File: config.mk
export PLATFORM = sky130hd
export DESIGN_NAME = entanglement_credit_delay_shaper
export DESIGN_NICKNAME = d
export VERILOG_FILES = /design/src/rtl/ecds_pkg.sv /design/src/rtl/entanglement_credit_delay_shaper.sv
export SDC_FILE = /design/constraint.sdc
export NUM_CORES = 1
export LEC_CHECK = 0
export ABC_AREA = 1
export BUFFER_PORTS_ARGS = -buffer_cell sky130_fd_sc_hd__buf_2
export CAP_MARGIN = 20
export CORE_MARGIN = 4
export CORE_UTILIZATION = 40
export DETAILED_ROUTE_END_ITERATION = 7
export PLACE_DENSITY = 0.55
export SLEW_MARGIN = 20
export SYNTH_ARGS = -nofsm -noshare
export SYNTH_HDL_FRONTEND = slang
export SYNTH_SLANG_ARGS = --single-unit
File: constraint.sdc
create_clock -name clk -period 6.9 [get_ports clk]
set_input_delay 0.69 -clock clk [delete_from_list [all_inputs] [get_ports clk]]
set_output_delay 0.69 -clock clk [all_outputs]
set_load 0.01 [all_outputs]
File: src/rtl/ecds_pkg.sv
`default_nettype none
// ----------------------------------------------------------------------------
// ecds_pkg
// Shared widths, register indexes, reset values and result path codes for
// the credit delay shaper.
// ----------------------------------------------------------------------------
package ecds_pkg;

  localparam int CREDIT_W    = 24;
  localparam int UNIT_W      = 16;
  localparam int DELAY_W     = 35;
  localparam int FIELD_LEN_W = 16;
  localparam int CFG_IDX_W   = 2;
  localparam int CFG_DATA_W  = 24;

  localparam logic [CFG_IDX_W-1:0] REG_REFILL_AMOUNT   = 2'd0;
  localparam logic [CFG_IDX_W-1:0] REG_CREDIT_CAPACITY = 2'd1;
  localparam logic [CFG_IDX_W-1:0] REG_UNIT_DELAY      = 2'd2;

  localparam logic [CREDIT_W-1:0] REFILL_RESET   = 24'd10000;
  localparam logic [CREDIT_W-1:0] CAPACITY_RESET = 24'd250000;
  localparam logic [UNIT_W-1:0]   UNIT_RESET     = 16'd1000;

  localparam logic MODE_TICK = 1'b1;

  localparam logic [DELAY_W-1:0] DELAY_MAX = {DELAY_W{1'b1}};

  typedef enum logic [1:0] {
    PATH_ENOUGH  = 2'd0,
    PATH_NONE    = 2'd1,
    PATH_PARTIAL = 2'd2,
    PATH_TICK    = 2'd3
  } path_t;

endpackage
`default_nettype wire

File: src/rtl/entanglement_credit_delay_shaper.sv
`default_nettype none
// ----------------------------------------------------------------------------
// entanglement_credit_delay_shaper
// Token bucket delay shaper: credit store, per-packet cost and delay.
// ----------------------------------------------------------------------------
// Each item is either a packet length (mode 0) or a refill tick (mode 1).
// The block takes one item per clock while item_stall is low and returns
// exactly one result per item, in order, passing through an input
// register, a credit/cost stage, and a multiply stage that loads the
// result register. The credit register is read and rewritten in the one
// credit/cost stage, so the credit loop (a 25-bit compare, a subtract and a
// saturating add) is what sets the one-item-per-cycle rate; the cost-by-unit
// multiply sits in its own stage. A packet below twice the credit costs 4 units
// per byte and spends half its length in credit; with zero credit it costs 8
// per byte; otherwise the credit covers twice its value in bytes at 2 units,
// the rest costs 8 per byte and the credit goes to zero. The delay is the cost
// times unit_delay, saturated at the top of the 35-bit field. A tick adds
// refill_amount and clamps at credit_capacity (which can also lower the
// credit). item_stall rises only when all three stages hold items and the
// result is stalled; a bubble anywhere lets a new item in. Configuration
// writes are always ready and should land only while the block is empty.
// Packet lengths are taken in their low LENGTH_WIDTH bits (16 at most).
module entanglement_credit_delay_shaper #(
  parameter int LENGTH_WIDTH = 16
) (
  input  wire logic                                 clk,
  input  wire logic                                 rst,
  // item channel
  input  wire logic                                 item_valid,
  output logic                                      item_stall,
  input  wire logic                                 mode,
  input  wire logic [ecds_pkg::FIELD_LEN_W-1:0]     packet_length,
  // result channel
  output logic                                      result_valid,
  input  wire logic                                 result_stall,
  output logic [ecds_pkg::DELAY_W-1:0]              delay_ns,
  output logic [ecds_pkg::CREDIT_W-1:0]             credit_after,
  output logic [1:0]                                path,
  // configuration write channel
  input  wire logic                                 cfg_valid,
  output logic                                      cfg_ready,
  input  wire logic [ecds_pkg::CFG_IDX_W-1:0]       cfg_index,
  input  wire logic [ecds_pkg::CFG_DATA_W-1:0]      cfg_data
);

  // Effective length bits: the field is 16 bits, the parameter may narrow it.
  localparam int LenBits = (LENGTH_WIDTH < ecds_pkg::FIELD_LEN_W) ?
                           LENGTH_WIDTH : ecds_pkg::FIELD_LEN_W;
  // Cost is at most 8 units per byte.
  localparam int CostW   = LenBits + 3;
  localparam int ProdW   = CostW + ecds_pkg::UNIT_W;
  localparam int WideW   = (ProdW > ecds_pkg::DELAY_W) ? ProdW : ecds_pkg::DELAY_W;
  localparam int CW      = ecds_pkg::CREDIT_W;

  // --------------------------------------------------------------------------
  // Configuration registers. Writes are always taken; index three is ignored.
  // --------------------------------------------------------------------------
  logic [CW-1:0]                  refill_amount;
  logic [CW-1:0]                  credit_capacity;
  logic [ecds_pkg::UNIT_W-1:0]    unit_delay;

  assign cfg_ready = 1'b1;

  always_ff @(posedge clk) begin
    if (rst) begin
      refill_amount   <= ecds_pkg::REFILL_RESET;
      credit_capacity <= ecds_pkg::CAPACITY_RESET;
      unit_delay      <= ecds_pkg::UNIT_RESET;
    end else if (cfg_valid && cfg_ready) begin
      case (cfg_index)
        ecds_pkg::REG_REFILL_AMOUNT:   refill_amount   <= cfg_data;
        ecds_pkg::REG_CREDIT_CAPACITY: credit_capacity <= cfg_data;
        ecds_pkg::REG_UNIT_DELAY:      unit_delay      <= cfg_data[ecds_pkg::UNIT_W-1:0];
        default: ;
      endcase
    end
  end

  // --------------------------------------------------------------------------
  // Pipeline flow control: a stage moves on when the one after it is empty
  // or moving on itself.
  // --------------------------------------------------------------------------
  logic s0_valid;
  logic s1_valid;
  logic out_ready;
  logic s1_ready;
  logic s0_ready;
  logic s0_move;
  logic s1_move;

  assign out_ready  = !result_valid || !result_stall;
  assign s1_ready   = !s1_valid || out_ready;
  assign s0_ready   = !s0_valid || s1_ready;
  assign s0_move    = s0_valid && s1_ready;
  assign s1_move    = s1_valid && out_ready;
  assign item_stall = !s0_ready;

  // --------------------------------------------------------------------------
  // Stage 0: input register.
  // --------------------------------------------------------------------------
  logic               s0_tick;
  logic [LenBits-1:0] s0_len;

  always_ff @(posedge clk) begin
    if (rst) begin
      s0_valid <= 1'b0;
    end else if (s0_ready) begin
      s0_valid <= item_valid;
    end
    if (item_valid && s0_ready) begin
      s0_tick <= (mode == ecds_pkg::MODE_TICK);
      s0_len  <= packet_length[LenBits-1:0];
    end
  end

  // --------------------------------------------------------------------------
  // Stage 1: credit update and cost. The credit register changes only when
  // the item in stage 0 moves on, so updates follow item order.
  // --------------------------------------------------------------------------
  logic [CW-1:0]    credit;
  logic [CW-1:0]    credit_next;
  logic [CostW-1:0] cost_next;
  ecds_pkg::path_t  path_next;

  logic [CW:0]      two_credit;
  logic [CW:0]      refill_sum;
  logic [LenBits-1:0] len_rest;
  logic [CostW-1:0] credit_cost;

  always_comb begin
    two_credit  = {credit, 1'b0};
    refill_sum  = {1'b0, credit} + {1'b0, refill_amount};
    // Only meaningful on the partial path, where 2*credit <= length.
    len_rest    = s0_len - LenBits'(two_credit);
    credit_cost = CostW'(credit) << 2;
    credit_next = credit;
    cost_next   = '0;
    path_next   = ecds_pkg::PATH_TICK;
    if (s0_tick) begin
      // Refill: add and clamp at capacity.
      credit_next = (refill_sum > {1'b0, credit_capacity}) ?
                    credit_capacity : refill_sum[CW-1:0];
    end else if ((CW+1)'(s0_len) < two_credit) begin
      // Enough credit: 4 per byte, spend half the length.
      credit_next = credit - CW'(s0_len >> 1);
      cost_next   = CostW'(s0_len) << 2;
      path_next   = ecds_pkg::PATH_ENOUGH;
    end else if (credit == '0) begin
      // No credit: 8 per byte.
      cost_next   = CostW'(s0_len) << 3;
      path_next   = ecds_pkg::PATH_NONE;
    end else begin
      // Partial: credit covers 2*credit bytes, the rest at full price.
      credit_next = '0;
      cost_next   = credit_cost + (CostW'(len_rest) << 3);
      path_next   = ecds_pkg::PATH_PARTIAL;
    end
  end

  logic [CostW-1:0] s1_cost;
  logic [CW-1:0]    s1_credit;
  ecds_pkg::path_t  s1_path;

  always_ff @(posedge clk) begin
    if (rst) begin
      s1_valid <= 1'b0;
      credit   <= '0;
    end else begin
      if (s1_ready) begin
        s1_valid <= s0_valid;
      end
      if (s0_move) begin
        credit <= credit_next;
      end
    end
    if (s0_move) begin
      s1_cost   <= cost_next;
      s1_credit <= credit_next;
      s1_path   <= path_next;
    end
  end

  // --------------------------------------------------------------------------
  // Stage 2: cost times unit delay, saturate, load the result register.
  // --------------------------------------------------------------------------
  logic [WideW-1:0]            prod_wide;
  logic [ecds_pkg::DELAY_W-1:0] delay_next;

  always_comb begin
    prod_wide  = WideW'(s1_cost) * WideW'(unit_delay);
    delay_next = (prod_wide > WideW'(ecds_pkg::DELAY_MAX)) ?
                 ecds_pkg::DELAY_MAX : prod_wide[ecds_pkg::DELAY_W-1:0];
  end

  always_ff @(posedge clk) begin
    if (rst) begin
      result_valid <= 1'b0;
    end else if (out_ready) begin
      result_valid <= s1_valid;
    end
    if (s1_move) begin
      delay_ns     <= delay_next;
      credit_after <= s1_credit;
      path         <= s1_path;
    end
  end

`ifndef NO_ASSERTIONS
  // A tick never carries a delay.
  a_tick_no_delay: assert property (@(posedge clk) disable iff (rst)
    result_valid && (path == ecds_pkg::PATH_TICK) |-> (delay_ns == '0))
    else $error("tick result with nonzero delay");

  // The no-credit and partial paths both leave the credit empty.
  a_empty_after_spend: assert property (@(posedge clk) disable iff (rst)
    result_valid && ((path == ecds_pkg::PATH_NONE) || (path == ecds_pkg::PATH_PARTIAL))
    |-> (credit_after == '0))
    else $error("credit left after a no-credit or partial packet");

  // The credit register changes only when an item leaves stage 0.
  a_credit_moves_with_item: assert property (@(posedge clk) disable iff (rst)
    !s0_move |=> $stable(credit))
    else $error("credit changed without an item");

  // Input is held off only when every stage is full and the result stalled.
  a_stall_only_when_full: assert property (@(posedge clk) disable iff (rst)
    item_stall |-> (s0_valid && s1_valid && result_valid && result_stall))
    else $error("input stalled with room in the pipeline");
`endif

endmodule
`default_nettype wire
==> summary.md <==
| Metric | Value |
|---|---|
| Status | finished, final reports clean |
| H-tree depth | 1 |
| Mapped Area | 22,500 µm² |
| # setup viols final | 0 |
| Min-delay worst type | in -> reg |
| Setup TNS | 0 ns |
| Worst EP required | 7.21 ns |
| Largest net degree at the start of global routing | 60 |
| Total congestion overflow | 0 |
| Count leader, synth | nand2_1 |
| Nets@finish | 3,371 |
| Setup slack, reg-to-reg | 0.55 ns |
| Cell at the root of the clock tree | clkbuf_16 |
| Global-route wire length before repair | 104 mm |
| PostCTS Resize Cnt | 0 |
| Tot GR Track Use | 21.8% |
| Clock Skew | 0.0279 ns |
| CP endpoint kind | register |
| Top cell type's share of synthesized area | 18.9% |
| Row cnt | 86 |
| Die Ht | 245 µm |
| TritonCTS Buffers | 27 |
| Antenna-violating nets left | 0 |
| WHS | 0.290 ns |
| Post-synth EDFFs | 119 |
| WL/cell | 17.7 µm |
| Initial Util | 40.6% |
| Setup crit start kind | register |
| Port Buffers | 108 |
| Crit share post-route | 92.0% |
| CTS tree | built |
| Least-Margin Pin Slew | 1.01 ns |
| Die area | 60,000 µm² |
| MaxCap Viol Count | 0 |
| Worst setup margin | 0.555 ns |
| Via density per instance | 4.94 |
| Skew-Pair Late Insertion Delay | 0.58 ns |
| Critical-path cell list | nand2_1 > inv_1 > fa_1 > inv_1 > fa_1 > inv_1 > fa_1 > fa_1 > fa_1 > inv_1 > fa_1 > inv_1 > ha_1 > nand2_1 > nor4_2 > nand4_1 > nand3_1 > a21oi_1 > o21ai_0 > xor2_1 |
| Lkg Pwr | 13.2 nW |
| DR iter-0 viols | 1,104 |
| Via count | 18,200 |
| Number of global-route vias before repair | 18,800 |
| Crit-path max cell delay | 0.68 ns |
| Yosys warns | 0 |
| Ports | 112 |
| Filler cells | 5,596 |
| Initial antenna violation count | 1 |
| Max FO, Critical Path | 16 |
| Crit Path Category | reg -> reg |
| Post-Place Setup Slack | 0.557 ns |
| Seq/Total Area, Yosys | 24.0% |
| RSZ-0062 raised after global routing | no |
| Synthesized flop and latch total | 210 |
| Area Overhead vs Synth | 8.95% |
| Fin. max-slew vios | 0 |
| Max Fclk | 158 MHz |
| Slew headroom | 32.6% |
| CTS clk-pin slew, worst paths | 0.07 ns |
| Area leader, netlist | fa_1 |
| CTS Sinks | 210 |
| Post-CTS Repair Setup Buffers | 0 |
| # hold bufs at CTS | 0 |
| Post-Syn Area per Cell | 7.82 µm² |
| Power after layout | 7.73 mW |
| Ys async rst share | 0% |
| Ys flop type | edfxtp_1 |
| Fin. Hold Viols | 0 |
| CTS max path bufs | 3 |
| Diode count | 0 |
| Post-synth top cells | nand2_1, inv_1, fa_1, ha_1, a21oi_1 |
| CP dominant cell by count | fa_1 |
| Share of layout cells above drive strength 1 | 9.51% |
| Placed wire-length estimate | 53.4 mm |
| CP max-delay cell | edfxtp_1 |
| Die width | 245 µm |
| Drt pass-1 iters | 5 |
| FF+latch area | 5400 µm² |
| Fin crit period | 6.35 ns |
| Worst path arrival time | 6.66 ns |
| Cells after synthesis | 2,873 |
| Top cells by area, synth | fa_1, edfxtp_1, nand2_1 |
| Multi-input logic area | 14,200 µm² |
| Yosys cell types | 62 |
| Pwr Density | 316 nW/µm² |
| VDD IR max | 0.315 mV |
| Drt total wl | 65.3 mm |
| RD Place Congestion | 0.905 |
| Core area | 55,400 µm² |
| DRC viols | 0 |
[worst max-delay path: cells and delay by family (launching register included)]
| kind | cells | cell delay, ns |
|---|---|---|
| AO/OA/AOI/OAI | 2 | 0.39 |
| XOR/XNOR | 1 | 0.10 |
| adder cells (fa/ha/maj) | 7 | 3.48 |
| buffers and inverters | 5 | 0.29 |
| flip-flops | 1 | 0.68 |
| AND/OR/NAND/NOR | 5 | 1.13 |
[final timing paths]
check                                          startpoint                         to  depth (start not counted)
worst max-delay path            s1_cost[14]$_SDFFCE_PP0P_     delay_ns[32]$_DFFE_PP_                         20
worst min-delay path                     packet_length[9]        s0_len[9]$_DFFE_PP_                          1
worst max register to register  s1_cost[14]$_SDFFCE_PP0P_     delay_ns[32]$_DFFE_PP_                         20
worst min register to register     s1_credit[8]$_DFFE_PP_  credit_after[8]$_DFFE_PP_                          0
[report_power, final]
group / leakage, nW / switching (mW) / internal (mW)
Sequential: 1.87 / 0.113 / 1.63
Combinational: 10.9 / 2.89 / 1.69
Clock: 0.445 / 0.576 / 0.836
Total: 13.2 / 3.58 / 4.16
[through the flow]
stage | cells | utilization (%) | instance area, µm²
6_report | 3682 | 44.2 | 24500
5_1_grt | 3682 | 44.2 | 24500
4_1_cts | 3682 | 44.2 | 24500
3_5_place_dp | 3632 | 42.6 | 23600
3_3_place_gp | 3632 | 42.6 | 23600
2_1_floorplan | 2874 | - | 22500
[metal layers]
metal	part of all wire (%)	vias to the layer above	global-route usage [%]	wire length, µm
met5	0	-	0	0
met4	4.7	0	8.44	3070
met3	3.7	128	2.29	2390
met2	49	424	38.7	31800
met1	43	8674	27.4	28000
li1	-	8978	-	-
[sequential cells by signal (all words and copies together), names as in the netlist]
signal	cells
delay_ns	33
credit	24
credit_after	24
credit_capacity	24
refill_amount	24
s1_credit	24
s1_cost	17
s0_len	16
unit_delay	16
path	2
s1_path	2
result_valid	1
s0_tick	1
s0_valid	1
s1_valid	1
[placed cells by master (no fill, tap or decap), drive strengths merged, types with 33 or more instances in the layout]
master  count
edfxtp    119
nor2      158
nand2     683
a21oi     161
dfxtp      91
inv       643
nand4      33
buf       128
ha        198
fa        212
o21ai      92
nand3     178
clkbuf     38
xor2       54
[final cells by class]
type	instances	area share, %
flip-flops and latches	210	22.0
clock buffers	38	3.23
inverters	642	9.86
multi-input cells	1904	57.8
well taps	748	3.82
clock inverters	12	0.434
repair buffers	128	2.82
[kinds of logic after synthesis]
family	after synthesis	share of synthesized area [%]
compound gates	331	8.45
simple gates	1085	21.5
buf+inv	760	13.1
flops	210	24.0
xor+xnor	75	2.92
other cells	2	0.0334
fa+ha+maj	410	29.9
No activity file was read; power rests on OpenSTA's default activity.
